--- config.mk ---
export PLATFORM = sky130hd
export DESIGN_NAME = scanned_display_line_capture_flat
export DESIGN_NICKNAME = d
export VERILOG_FILES = /design/src/hdl/sdlc_pkg.sv /design/src/hdl/sdlc_if.sv /design/src/hdl/sdlc_ram.sv /design/src/hdl/sdlc_cap_dec.sv /design/src/hdl/scanned_display_line_capture.sv /design/src/flat_wrapper.sv
export SDC_FILE = /design/constraint.sdc
export NUM_CORES = 1
export LEC_CHECK = 0
export BUFFER_PORTS_ARGS = -buffer_cell sky130_fd_sc_hd__buf_2
export CORE_MARGIN = 1
export CORE_UTILIZATION = 28
export CTS_CLUSTER_SIZE = 28
export DETAILED_ROUTE_END_ITERATION = 6
export HOLD_SLACK_MARGIN = 0.1
export PLACE_DENSITY_LB_ADDON = 0.2
export REMOVE_ABC_BUFFERS = 1
export SLEW_MARGIN = 20
export SYNTH_ARGS = -nofsm -noshare
export SYNTH_HDL_FRONTEND = slang
export SYNTH_SLANG_ARGS = --single-unit
--- constraint.sdc ---
create_clock -name clk -period 3.4 [get_ports clk]
set_input_delay 0.68 -clock clk [delete_from_list [all_inputs] [get_ports clk]]
set_output_delay 0.68 -clock clk [all_outputs]
set_load 0.01 [all_outputs]
--- src/hdl/sdlc_pkg.sv ---
// ---------------------------------------------------------------------------
// sdlc_pkg
// Shared constants, types and state codes of the scanned display line capture.
// ---------------------------------------------------------------------------
`default_nettype none

package sdlc_pkg;

    // line geometry
    localparam int LINE_LEN     = 29;
    localparam int IDX_W        = $clog2(LINE_LEN);
    localparam int WP_W         = $clog2(LINE_LEN + 1);

    // field widths
    localparam int CHAR_W       = 8;
    localparam int POS_W        = 4;
    localparam int PHASE_W      = 4;
    localparam int CHAR_INDEX_W = 5;

    // capture steps per scanned position
    localparam int CAP_OPS      = 3;
    localparam int OP_W         = $clog2(CAP_OPS);

    // characters
    localparam logic [CHAR_W-1:0] CH_NUL   = 8'h00;
    localparam logic [CHAR_W-1:0] CH_SPACE = 8'h20;
    localparam logic [CHAR_W-1:0] CH_MINUS = 8'h2D;
    localparam logic [CHAR_W-1:0] CH_POINT = 8'h2E;
    localparam logic [CHAR_W-1:0] CH_E     = 8'h45;
    localparam logic [CHAR_W-1:0] CH_C     = 8'h43;

    // bus phase that acts
    localparam logic [PHASE_W-1:0] PHASE_ACT = 4'd0;

    // digit positions
    localparam logic [POS_W-1:0] POS_END     = 4'd0;
    localparam logic [POS_W-1:0] POS_SLOT1   = 4'd1;
    localparam logic [POS_W-1:0] POS_SIGN    = 4'd2;
    localparam logic [POS_W-1:0] POS_BODY_LO = 4'd3;
    localparam logic [POS_W-1:0] POS_BODY_HI = 4'd12;
    localparam logic [POS_W-1:0] POS_TOP     = 4'd13;

    // display layouts
    localparam logic MODE_CLASSIC = 1'b0;
    localparam logic MODE_FLAG    = 1'b1;

    // one write into the line: append at write position or overwrite slot 0
    typedef struct packed {
        logic              en;
        logic              slot0;
        logic [CHAR_W-1:0] code;
    } cap_op_t;

    typedef cap_op_t [CAP_OPS-1:0] cap_ops_t;

    typedef enum logic [2:0] {
        S_IDLE,
        S_CAP,
        S_CMP_RD,
        S_CMP_CHK,
        S_EMIT_RD,
        S_EMIT_WR,
        S_FIN
    } seq_state_t;

endpackage

`default_nettype wire

--- src/hdl/sdlc_if.sv ---
// ---------------------------------------------------------------------------
// sdlc_if
// Valid/ready channels: scanned bus items, line characters, mode register.
// ---------------------------------------------------------------------------
`default_nettype none

interface sdlc_scan_if;
    import sdlc_pkg::*;

    logic               valid;
    logic               ready;
    logic [PHASE_W-1:0] sub_state;
    logic               is_write;
    logic [POS_W-1:0]   digit_pos;
    logic [CHAR_W-1:0]  digit_char;
    logic               seg_h;
    logic               point_on;

    modport source (output valid, sub_state, is_write, digit_pos, digit_char, seg_h,
                    point_on, input ready);
    modport sink   (input valid, sub_state, is_write, digit_pos, digit_char, seg_h,
                    point_on, output ready);
endinterface

interface sdlc_char_if;
    import sdlc_pkg::*;

    logic                    valid;
    logic                    ready;
    logic [CHAR_INDEX_W-1:0] char_index;
    logic [CHAR_W-1:0]       char_code;
    logic                    last_char;

    modport source (output valid, char_index, char_code, last_char, input ready);
    modport sink   (input valid, char_index, char_code, last_char, output ready);
endinterface

interface sdlc_cfg_if;
    logic valid;
    logic ready;
    logic display_mode;

    modport source (output valid, display_mode, input ready);
    modport sink   (input valid, display_mode, output ready);
endinterface

`default_nettype wire

--- src/hdl/sdlc_ram.sv ---
// ---------------------------------------------------------------------------
// sdlc_ram
// Simple dual-port RAM: one write port, one read port with registered data.
// ---------------------------------------------------------------------------
`default_nettype none

module sdlc_ram #(
    parameter int DEPTH = 29,
    parameter int WIDTH = 8
) (
    input  wire logic                     clk,
    input  wire logic                     we,
    input  wire logic [$clog2(DEPTH)-1:0] waddr,
    input  wire logic [WIDTH-1:0]         wdata,
    input  wire logic [$clog2(DEPTH)-1:0] raddr,
    output logic      [WIDTH-1:0]         rdata
);

    logic [WIDTH-1:0] mem [DEPTH];

    // write port
    always_ff @(posedge clk)
    begin
        if (we)
        begin
            mem[waddr] <= wdata;
        end
    end

    // registered read port
    always_ff @(posedge clk)
    begin
        rdata <= mem[raddr];
    end

endmodule

`default_nettype wire

--- src/hdl/sdlc_cap_dec.sv ---
// ---------------------------------------------------------------------------
// sdlc_cap_dec
// Turns one scanned digit position into up to three ordered line writes.
// ---------------------------------------------------------------------------
`default_nettype none

module sdlc_cap_dec (
    input  wire logic                      mode,
    input  wire logic [sdlc_pkg::POS_W-1:0]  digit_pos,
    input  wire logic [sdlc_pkg::CHAR_W-1:0] digit_char,
    input  wire logic                      seg_h,
    input  wire logic                      point_on,
    output sdlc_pkg::cap_ops_t             ops
);
    import sdlc_pkg::*;

    logic [CHAR_W-1:0] flag_code;

    // flag character on the top position of the newer layout
    always_comb
    begin
        if (digit_char == CH_MINUS)
        begin
            flag_code = seg_h ? CH_E : CH_MINUS;
        end
        else
        begin
            flag_code = seg_h ? CH_C : CH_SPACE;
        end
    end

    // write list per position
    always_comb
    begin
        ops = '0;
        if (mode == MODE_CLASSIC)
        begin
            case (digit_pos) inside
                POS_SLOT1:
                begin
                    // sign goes to slot 0 before the digit is appended
                    ops[0] = '{en: seg_h, slot0: 1'b1, code: CH_MINUS};
                    ops[1] = '{en: 1'b1, slot0: 1'b0, code: digit_char};
                end
                POS_SIGN:
                begin
                    ops[0] = '{en: 1'b1, slot0: 1'b0, code: seg_h ? CH_MINUS : CH_SPACE};
                    ops[1] = '{en: 1'b1, slot0: 1'b0, code: digit_char};
                end
                [POS_BODY_LO:POS_BODY_HI]:
                begin
                    ops[0] = '{en: 1'b1, slot0: 1'b0, code: digit_char};
                    ops[1] = '{en: point_on, slot0: 1'b0, code: CH_POINT};
                end
                POS_TOP:
                begin
                    // sign lands in slot 0 after the blank is appended
                    ops[0] = '{en: 1'b1, slot0: 1'b0, code: CH_SPACE};
                    ops[1] = '{en: seg_h, slot0: 1'b1, code: CH_MINUS};
                    ops[2] = '{en: point_on, slot0: 1'b0, code: CH_POINT};
                end
                default:
                begin
                    ops = '0;
                end
            endcase
        end
        else
        begin
            case (digit_pos) inside
                [POS_SIGN:POS_BODY_HI]:
                begin
                    ops[0] = '{en: 1'b1, slot0: 1'b0, code: digit_char};
                    ops[1] = '{en: point_on, slot0: 1'b0, code: CH_POINT};
                end
                POS_TOP:
                begin
                    ops[0] = '{en: 1'b1, slot0: 1'b0, code: flag_code};
                    ops[1] = '{en: point_on, slot0: 1'b0, code: CH_POINT};
                end
                default:
                begin
                    ops = '0;
                end
            endcase
        end
    end

endmodule

`default_nettype wire

--- src/hdl/scanned_display_line_capture.sv ---
// Capture item (phase 0 read, nonzero position): one S_CAP step per write slot, at most one line write per cycle.
// Ignored items (other phase, write cycle) are accepted in idle and dropped; scan is not ready during capture.
// Frame end: compare walk over every slot (S_CMP_RD, then S_CMP_CHK), then if changed an emit
// walk per character (S_EMIT_RD, then S_EMIT_WR); each slot is read before it is used, as RAM read data is registered.
// The first character follows the compare walk; output stalls hold it.
// Reset: rst_n async low; line and shown-line valid bits clear, so both read as zero.
// ---------------------------------------------------------------------------
// scanned_display_line_capture
// Builds a text line from scanned calculator display cycles and streams it out
// character by character whenever it differs from the previously shown line.
// ---------------------------------------------------------------------------
`default_nettype none

module scanned_display_line_capture (
    input  wire logic    clk,
    input  wire logic    rst_n,
    sdlc_scan_if.sink    scan,
    sdlc_char_if.source  chars,
    sdlc_cfg_if.sink     cfg
);
    import sdlc_pkg::*;

    seq_state_t          state_reg, state_next;
    logic [IDX_W-1:0]    idx_reg, idx_next;
    logic [WP_W-1:0]     wp_reg, wp_next;
    logic [OP_W-1:0]     op_k_reg, op_k_next;
    cap_ops_t            ops_reg, ops_next;
    logic                diff_reg, diff_next;
    logic                spaced_reg, spaced_next;
    logic                mode_reg;
    logic [LINE_LEN-1:0] line_wbit_reg, line_wbit_next;
    logic [LINE_LEN-1:0] shown_vld_reg, shown_vld_next;
    logic                line_hit_reg, shown_hit_reg;

    logic                    out_vld_reg, out_vld_next;
    logic [CHAR_INDEX_W-1:0] out_idx_reg, out_idx_next;
    logic [CHAR_W-1:0]       out_code_reg, out_code_next;
    logic                    out_last_reg, out_last_next;

    cap_ops_t          dec_ops;
    cap_op_t           cur_op;
    logic              line_we, shown_we;
    logic [IDX_W-1:0]  line_waddr;
    logic [CHAR_W-1:0] line_q, shown_q, line_char, shown_char;
    logic              item_acts, idx_last, wp_room;

    // position decoder
    sdlc_cap_dec u_dec (
        .mode       (mode_reg),
        .digit_pos  (scan.digit_pos),
        .digit_char (scan.digit_char),
        .seg_h      (scan.seg_h),
        .point_on   (scan.point_on),
        .ops        (dec_ops)
    );

    // line being captured
    sdlc_ram #(.DEPTH(LINE_LEN), .WIDTH(CHAR_W)) u_line_ram (
        .clk   (clk),
        .we    (line_we),
        .waddr (line_waddr),
        .wdata (cur_op.code),
        .raddr (idx_reg),
        .rdata (line_q)
    );

    // last emitted line
    sdlc_ram #(.DEPTH(LINE_LEN), .WIDTH(CHAR_W)) u_shown_ram (
        .clk   (clk),
        .we    (shown_we),
        .waddr (idx_reg),
        .wdata (line_char),
        .raddr (idx_reg),
        .rdata (shown_q)
    );

    assign scan.ready = (state_reg == S_IDLE);
    assign cfg.ready  = 1'b1;

    assign chars.valid      = out_vld_reg;
    assign chars.char_index = out_idx_reg;
    assign chars.char_code  = out_code_reg;
    assign chars.last_char  = out_last_reg;

    assign item_acts = (scan.sub_state == PHASE_ACT) && !scan.is_write;
    assign idx_last  = (idx_reg == IDX_W'(LINE_LEN - 1));
    assign wp_room   = (wp_reg < WP_W'(LINE_LEN));
    assign cur_op    = ops_reg[op_k_reg];

    // unwritten slots read as blank (zero before the first frame end)
    assign line_char  = line_hit_reg ? line_q : (spaced_reg ? CH_SPACE : CH_NUL);
    assign shown_char = shown_hit_reg ? shown_q : CH_NUL;

    // line write port
    always_comb
    begin
        line_waddr = cur_op.slot0 ? '0 : wp_reg[IDX_W-1:0];
        line_we    = (state_reg == S_CAP) && cur_op.en && (cur_op.slot0 || wp_room);
        shown_we   = (state_reg == S_EMIT_WR);
    end

    // sequencer: next state and datapath control
    always_comb
    begin
        state_next     = state_reg;
        idx_next       = idx_reg;
        wp_next        = wp_reg;
        op_k_next      = op_k_reg;
        ops_next       = ops_reg;
        diff_next      = diff_reg;
        spaced_next    = spaced_reg;
        line_wbit_next = line_wbit_reg;
        shown_vld_next = shown_vld_reg;
        out_vld_next   = out_vld_reg && !chars.ready;
        out_idx_next   = out_idx_reg;
        out_code_next  = out_code_reg;
        out_last_next  = out_last_reg;

        case (state_reg)
            S_IDLE:
            begin
                if (scan.valid && item_acts)
                begin
                    if (scan.digit_pos == POS_END)
                    begin
                        idx_next   = '0;
                        diff_next  = 1'b0;
                        state_next = S_CMP_RD;
                    end
                    else
                    begin
                        ops_next   = dec_ops;
                        op_k_next  = '0;
                        state_next = S_CAP;
                    end
                end
            end
            S_CAP:
            begin
                if (line_we)
                begin
                    line_wbit_next[line_waddr] = 1'b1;
                end
                if (cur_op.en && !cur_op.slot0 && wp_room)
                begin
                    wp_next = wp_reg + 1'b1;
                end
                if (op_k_reg == OP_W'(CAP_OPS - 1))
                begin
                    state_next = S_IDLE;
                end
                else
                begin
                    op_k_next = op_k_reg + 1'b1;
                end
            end
            S_CMP_RD:
            begin
                state_next = S_CMP_CHK;
            end
            S_CMP_CHK:
            begin
                diff_next = diff_reg || (line_char != shown_char);
                if (idx_last)
                begin
                    idx_next   = '0;
                    state_next = diff_next ? S_EMIT_RD : S_FIN;
                end
                else
                begin
                    idx_next   = idx_reg + 1'b1;
                    state_next = S_CMP_RD;
                end
            end
            S_EMIT_RD:
            begin
                // output register is free by the next edge
                if (!out_vld_reg || chars.ready)
                begin
                    state_next = S_EMIT_WR;
                end
            end
            S_EMIT_WR:
            begin
                shown_vld_next[idx_reg] = 1'b1;
                out_vld_next  = 1'b1;
                out_idx_next  = CHAR_INDEX_W'(idx_reg);
                out_code_next = line_char;
                out_last_next = idx_last;
                if (idx_last)
                begin
                    state_next = S_FIN;
                end
                else
                begin
                    idx_next   = idx_reg + 1'b1;
                    state_next = S_EMIT_RD;
                end
            end
            S_FIN:
            begin
                // refill with spaces and rewind
                line_wbit_next = '0;
                spaced_next    = 1'b1;
                wp_next        = '0;
                state_next     = S_IDLE;
            end
            default:
            begin
                state_next = S_IDLE;
            end
        endcase
    end

    // control registers
    always_ff @(posedge clk or negedge rst_n)
    begin
        if (!rst_n)
        begin
            state_reg     <= S_IDLE;
            idx_reg       <= '0;
            wp_reg        <= '0;
            op_k_reg      <= '0;
            diff_reg      <= 1'b0;
            spaced_reg    <= 1'b0;
            mode_reg      <= MODE_CLASSIC;
            line_wbit_reg <= '0;
            shown_vld_reg <= '0;
            out_vld_reg   <= 1'b0;
        end
        else
        begin
            state_reg     <= state_next;
            idx_reg       <= idx_next;
            wp_reg        <= wp_next;
            op_k_reg      <= op_k_next;
            diff_reg      <= diff_next;
            spaced_reg    <= spaced_next;
            line_wbit_reg <= line_wbit_next;
            shown_vld_reg <= shown_vld_next;
            out_vld_reg   <= out_vld_next;
            if (cfg.valid)
            begin
                mode_reg <= cfg.display_mode;
            end
        end
    end

    // payload registers
    always_ff @(posedge clk)
    begin
        ops_reg       <= ops_next;
        out_idx_reg   <= out_idx_next;
        out_code_reg  <= out_code_next;
        out_last_reg  <= out_last_next;
        line_hit_reg  <= line_wbit_reg[idx_reg];
        shown_hit_reg <= shown_vld_reg[idx_reg];
    end

endmodule

`default_nettype wire

--- src/flat_wrapper.sv ---
// flat-port wrapper written by rule: the top's interface ports become plain ports
module scanned_display_line_capture_flat import sdlc_pkg::*;
  (clk, rst_n, scan_valid, scan_sub_state, scan_is_write, scan_digit_pos, scan_digit_char, scan_seg_h, scan_point_on, scan_ready, chars_valid, chars_char_index, chars_char_code, chars_last_char, chars_ready, cfg_valid, cfg_display_mode, cfg_ready);
  sdlc_scan_if scan_i ();
  sdlc_char_if chars_i ();
  sdlc_cfg_if cfg_i ();
  input  wire logic clk;
  input  wire logic rst_n;
  input wire logic [$bits(scan_i.valid)-1:0] scan_valid;
  input wire logic [$bits(scan_i.sub_state)-1:0] scan_sub_state;
  input wire logic [$bits(scan_i.is_write)-1:0] scan_is_write;
  input wire logic [$bits(scan_i.digit_pos)-1:0] scan_digit_pos;
  input wire logic [$bits(scan_i.digit_char)-1:0] scan_digit_char;
  input wire logic [$bits(scan_i.seg_h)-1:0] scan_seg_h;
  input wire logic [$bits(scan_i.point_on)-1:0] scan_point_on;
  output wire logic [$bits(scan_i.ready)-1:0] scan_ready;
  output wire logic [$bits(chars_i.valid)-1:0] chars_valid;
  output wire logic [$bits(chars_i.char_index)-1:0] chars_char_index;
  output wire logic [$bits(chars_i.char_code)-1:0] chars_char_code;
  output wire logic [$bits(chars_i.last_char)-1:0] chars_last_char;
  input wire logic [$bits(chars_i.ready)-1:0] chars_ready;
  input wire logic [$bits(cfg_i.valid)-1:0] cfg_valid;
  input wire logic [$bits(cfg_i.display_mode)-1:0] cfg_display_mode;
  output wire logic [$bits(cfg_i.ready)-1:0] cfg_ready;
  assign scan_i.valid = scan_valid;
  assign scan_i.sub_state = scan_sub_state;
  assign scan_i.is_write = scan_is_write;
  assign scan_i.digit_pos = scan_digit_pos;
  assign scan_i.digit_char = scan_digit_char;
  assign scan_i.seg_h = scan_seg_h;
  assign scan_i.point_on = scan_point_on;
  assign scan_ready = scan_i.ready;
  assign chars_valid = chars_i.valid;
  assign chars_char_index = chars_i.char_index;
  assign chars_char_code = chars_i.char_code;
  assign chars_last_char = chars_i.last_char;
  assign chars_i.ready = chars_ready;
  assign cfg_i.valid = cfg_valid;
  assign cfg_i.display_mode = cfg_display_mode;
  assign cfg_ready = cfg_i.ready;
  scanned_display_line_capture u_core (.clk(clk), .rst_n(rst_n), .scan(scan_i), .chars(chars_i), .cfg(cfg_i));
endmodule
==> impl_results.md <==
* Maximum VDD drop at 0.000396 V
* Area leader, netlist: edfxtp_1
* Reg2reg start: u_core.op_k_reg[1]$_DFFE_PN0P_
* Total CTS buffers at 60
* Worst-Skew Late Latency at 0.63 ns
* Cell count after placement at 2529
* Vias in the first global route at 12900
* DRC viols at 0
* Outcome: finished clean
* CTS max path bufs at 3
* Average wire per standard cell at 22.6 um
* Fraction of registers with async set/reset at 12.9%
* CTS tree: yes
* Slew margin rel. at 29.9%
* Dpl cell area at 0.0259 sq mm
* Fin crit share at 80.9%
* Total Die Area at 0.0858 sq mm
* I/O pin cnt at 42
* CP endpoint kind: register
* Root Buffer: clkbuf_16
* Final hold violation count at 0
* Max Cap Violations at 0
* Crit path DAT at 2.99 ns
* Routed wire length at 59.7 mm
* Top_reg_cell synth: edfxtp_1
* Initial antenna violation count at 1
* First-pass GRT wire length at 88.7 mm
* Skew final at 0.0230 ns
* Power density over cell area at 515 mW/mm^2
* Commonest non-fill, non-tap cell in the layout: edfxtp_1
* Top post-synthesis cells by area: edfxtp_1 63%, mux4_2 12%, dfrtp_1 8.1%, dfxtp_1 1.5%, nor2_1 1.4%
* Fillers at 8041
* Max Slew Vio Count at 0
* Initial DRT Pass Iterations at 5
* Top Registers: u_core.u_line_ram.mem: 232 flops, u_core.u_shown_ram.mem: 232 flops
* Yosys warnings at 0
* Std cell rows at 106
* Overall global routing resource usage at 14.0%
* Crit-path max FO at 16
* Multi-input logic area at 0.00609 sq mm
* Antenna Violating Nets Remaining at 0
* DR vias at 12400
* Library cells used by synthesis at 63
* Synthesized flop and latch total at 595
* Setup TNS at 0 ns
* EDFF count, synth at 500
* Tot Pwr at 14300 uW
* Synth Area per Inst at 17.9 sq um
* Initial core utilization at 28.3%
* Post-Syn Area at 0.0237 sq mm
* Largest net degree at the start of global routing at 93
* Global placement routability congestion at 0.738
* Clk sinks at 595
* Leakage dissipation at 0.00937 uW
* Die Span Y at 293 um
* Slew @ Worst Pin at 1.05 ns
* Final setup margin at 0.649 ns
* Synth-to-Final Area Change at 17.4%
* Crit start category: register
* Post-layout nets at 1489
* CP startpoint: u_core.op_k_reg[1]$_DFFE_PN0P_
* Top-area cell type share of the netlist area at 63.4%
* Seq/Total Area, Yosys at 73.0%
* Hold wc startpoint: cfg_display_mode
* Ant diodes at 0
* Worst-path clk slew at 0.06 ns
* Gr ovfl total at 0
* Postcts setup bufs at 0
* H-Tree Depth at 2
* Die width at 293 um
* Pre-CTS setup slack at 0.674 ns
* # setup viols final at 0
* Share of cells above drive strength 1 at 27.7%
* Final Instance Area at 0.0278 sq mm
* CP required at 3.64 ns
* Port Buffers at 40
* Initial DRC Count at 836
* FF+latch area at 0.0173 sq mm
* Fmax at 0.364 GHz
* Post-route minimum period at 2.75 ns
* Post-cts sizing count at 0
* Commonest cells after routing, fill and taps aside: 500 x edfxtp_1, 126 x mux4_2, 104 x buf_4
* Synth Instances at 1321
* Non-Filler Instances at 2644
* Post-DP HPWL at 37.5 mm
* Core area at 0.0837 sq mm
* HP Class: in -> reg
* DR vias/cell at 4.71
* RSZ-0062 raised after global routing: false
* Crit Path Class: reg -> reg
[per-layer routing]
metal	routed length [um]	GRT usage, %	vias up	part of all wire, %
met3	2350	2.25	72	3.9
li1	-	-	5570	-
met2	28600	22.6	218	48
met5	0	0	-	0
met1	27500	19.5	6582	46
met4	1180	3.74	0	2.0
[through the flow]
step,util [%],hold WS (ns)
finish,33.2,0.294
global route,33.2,0.281
CTS,33.2,0.260
detailed placement,31.0,0.450
global placement,31.0,0.445
floorplan,-,0.384
[kinds of logic after synthesis]
logic type	share of synthesized area, %
compound gates	5.52
xor+xnor	0.185
fa+ha+maj	0.317
buf+inv	1.53
flops	73.0
mux	13.2
other cells	0.0158
simple gates	6.17
[critical path, stage by stage, from the launching register on]
cell and delay (ns):
dfrtp_1 0.77, mux2i_1 0.21, o2bb2ai_1 0.27, nand4_1 0.13, buf_4 0.20, nor2_1 0.80
[cell type report]
cell class                      count  area share [%]
Sequential cell                   595            62.2
Multi-Input combinational cell    639            21.9
Inverter                           14           0.189
Clock buffer                       72            5.64
Timing Repair Buffer              148            3.83
Clock inverter                     42            1.13
Tap cell                         1134            5.10
[synthesized netlist by cell type (all sizes together), types with 18 or more instances]
master	n
edfxtp	500
mux4	126
nor2	88
dfrtp	77
nand2	58
clkbuf	45
o21ai	34
or2	34
a22oi	33
buf	28
o21a	26
mux2i	25
a21oi	22
dfxtp	18
[report_power, final]
part | switching, uW | leakage, uW | internal (uW) | total, uW
Clock | 2820 | 0.000925 | 3590 | 6410
Sequential | 8.19 | 0.00567 | 7810 | 7820
Combinational | 72.2 | 0.00278 | 37.3 | 110
Total | 2900 | 0.00937 | 11400 | 14300
[path summary, 6_finish.rpt]
kind	slack, ns	end	depth (start not counted)
setup reg to reg	0.65	u_core.u_line_ram.mem[25][0]$_DFFE_PP_	5
hold reg to reg	0.46	u_core.shown_vld_reg[1]$_DFFE_PN0P_	1
min in group asynchronous	0.63	u_core.line_wbit_reg[1]$_DFFE_PN0P_	2
max in group asynchronous	1.94	u_core.shown_vld_reg[21]$_DFFE_PN0P_	3
setup / recovery	0.65	u_core.u_line_ram.mem[25][0]$_DFFE_PP_	5
hold / removal	0.29	u_core.mode_reg$_DFFE_PN0P_	2
[timing repair]
action                                 4_1_cts  5_1_grt
endpoints found under the hold margin        5        0
setup endpoints to repair                    0        0
hold buffers                                 1        0
Note: power is estimated with default switching activity, not from simulation.
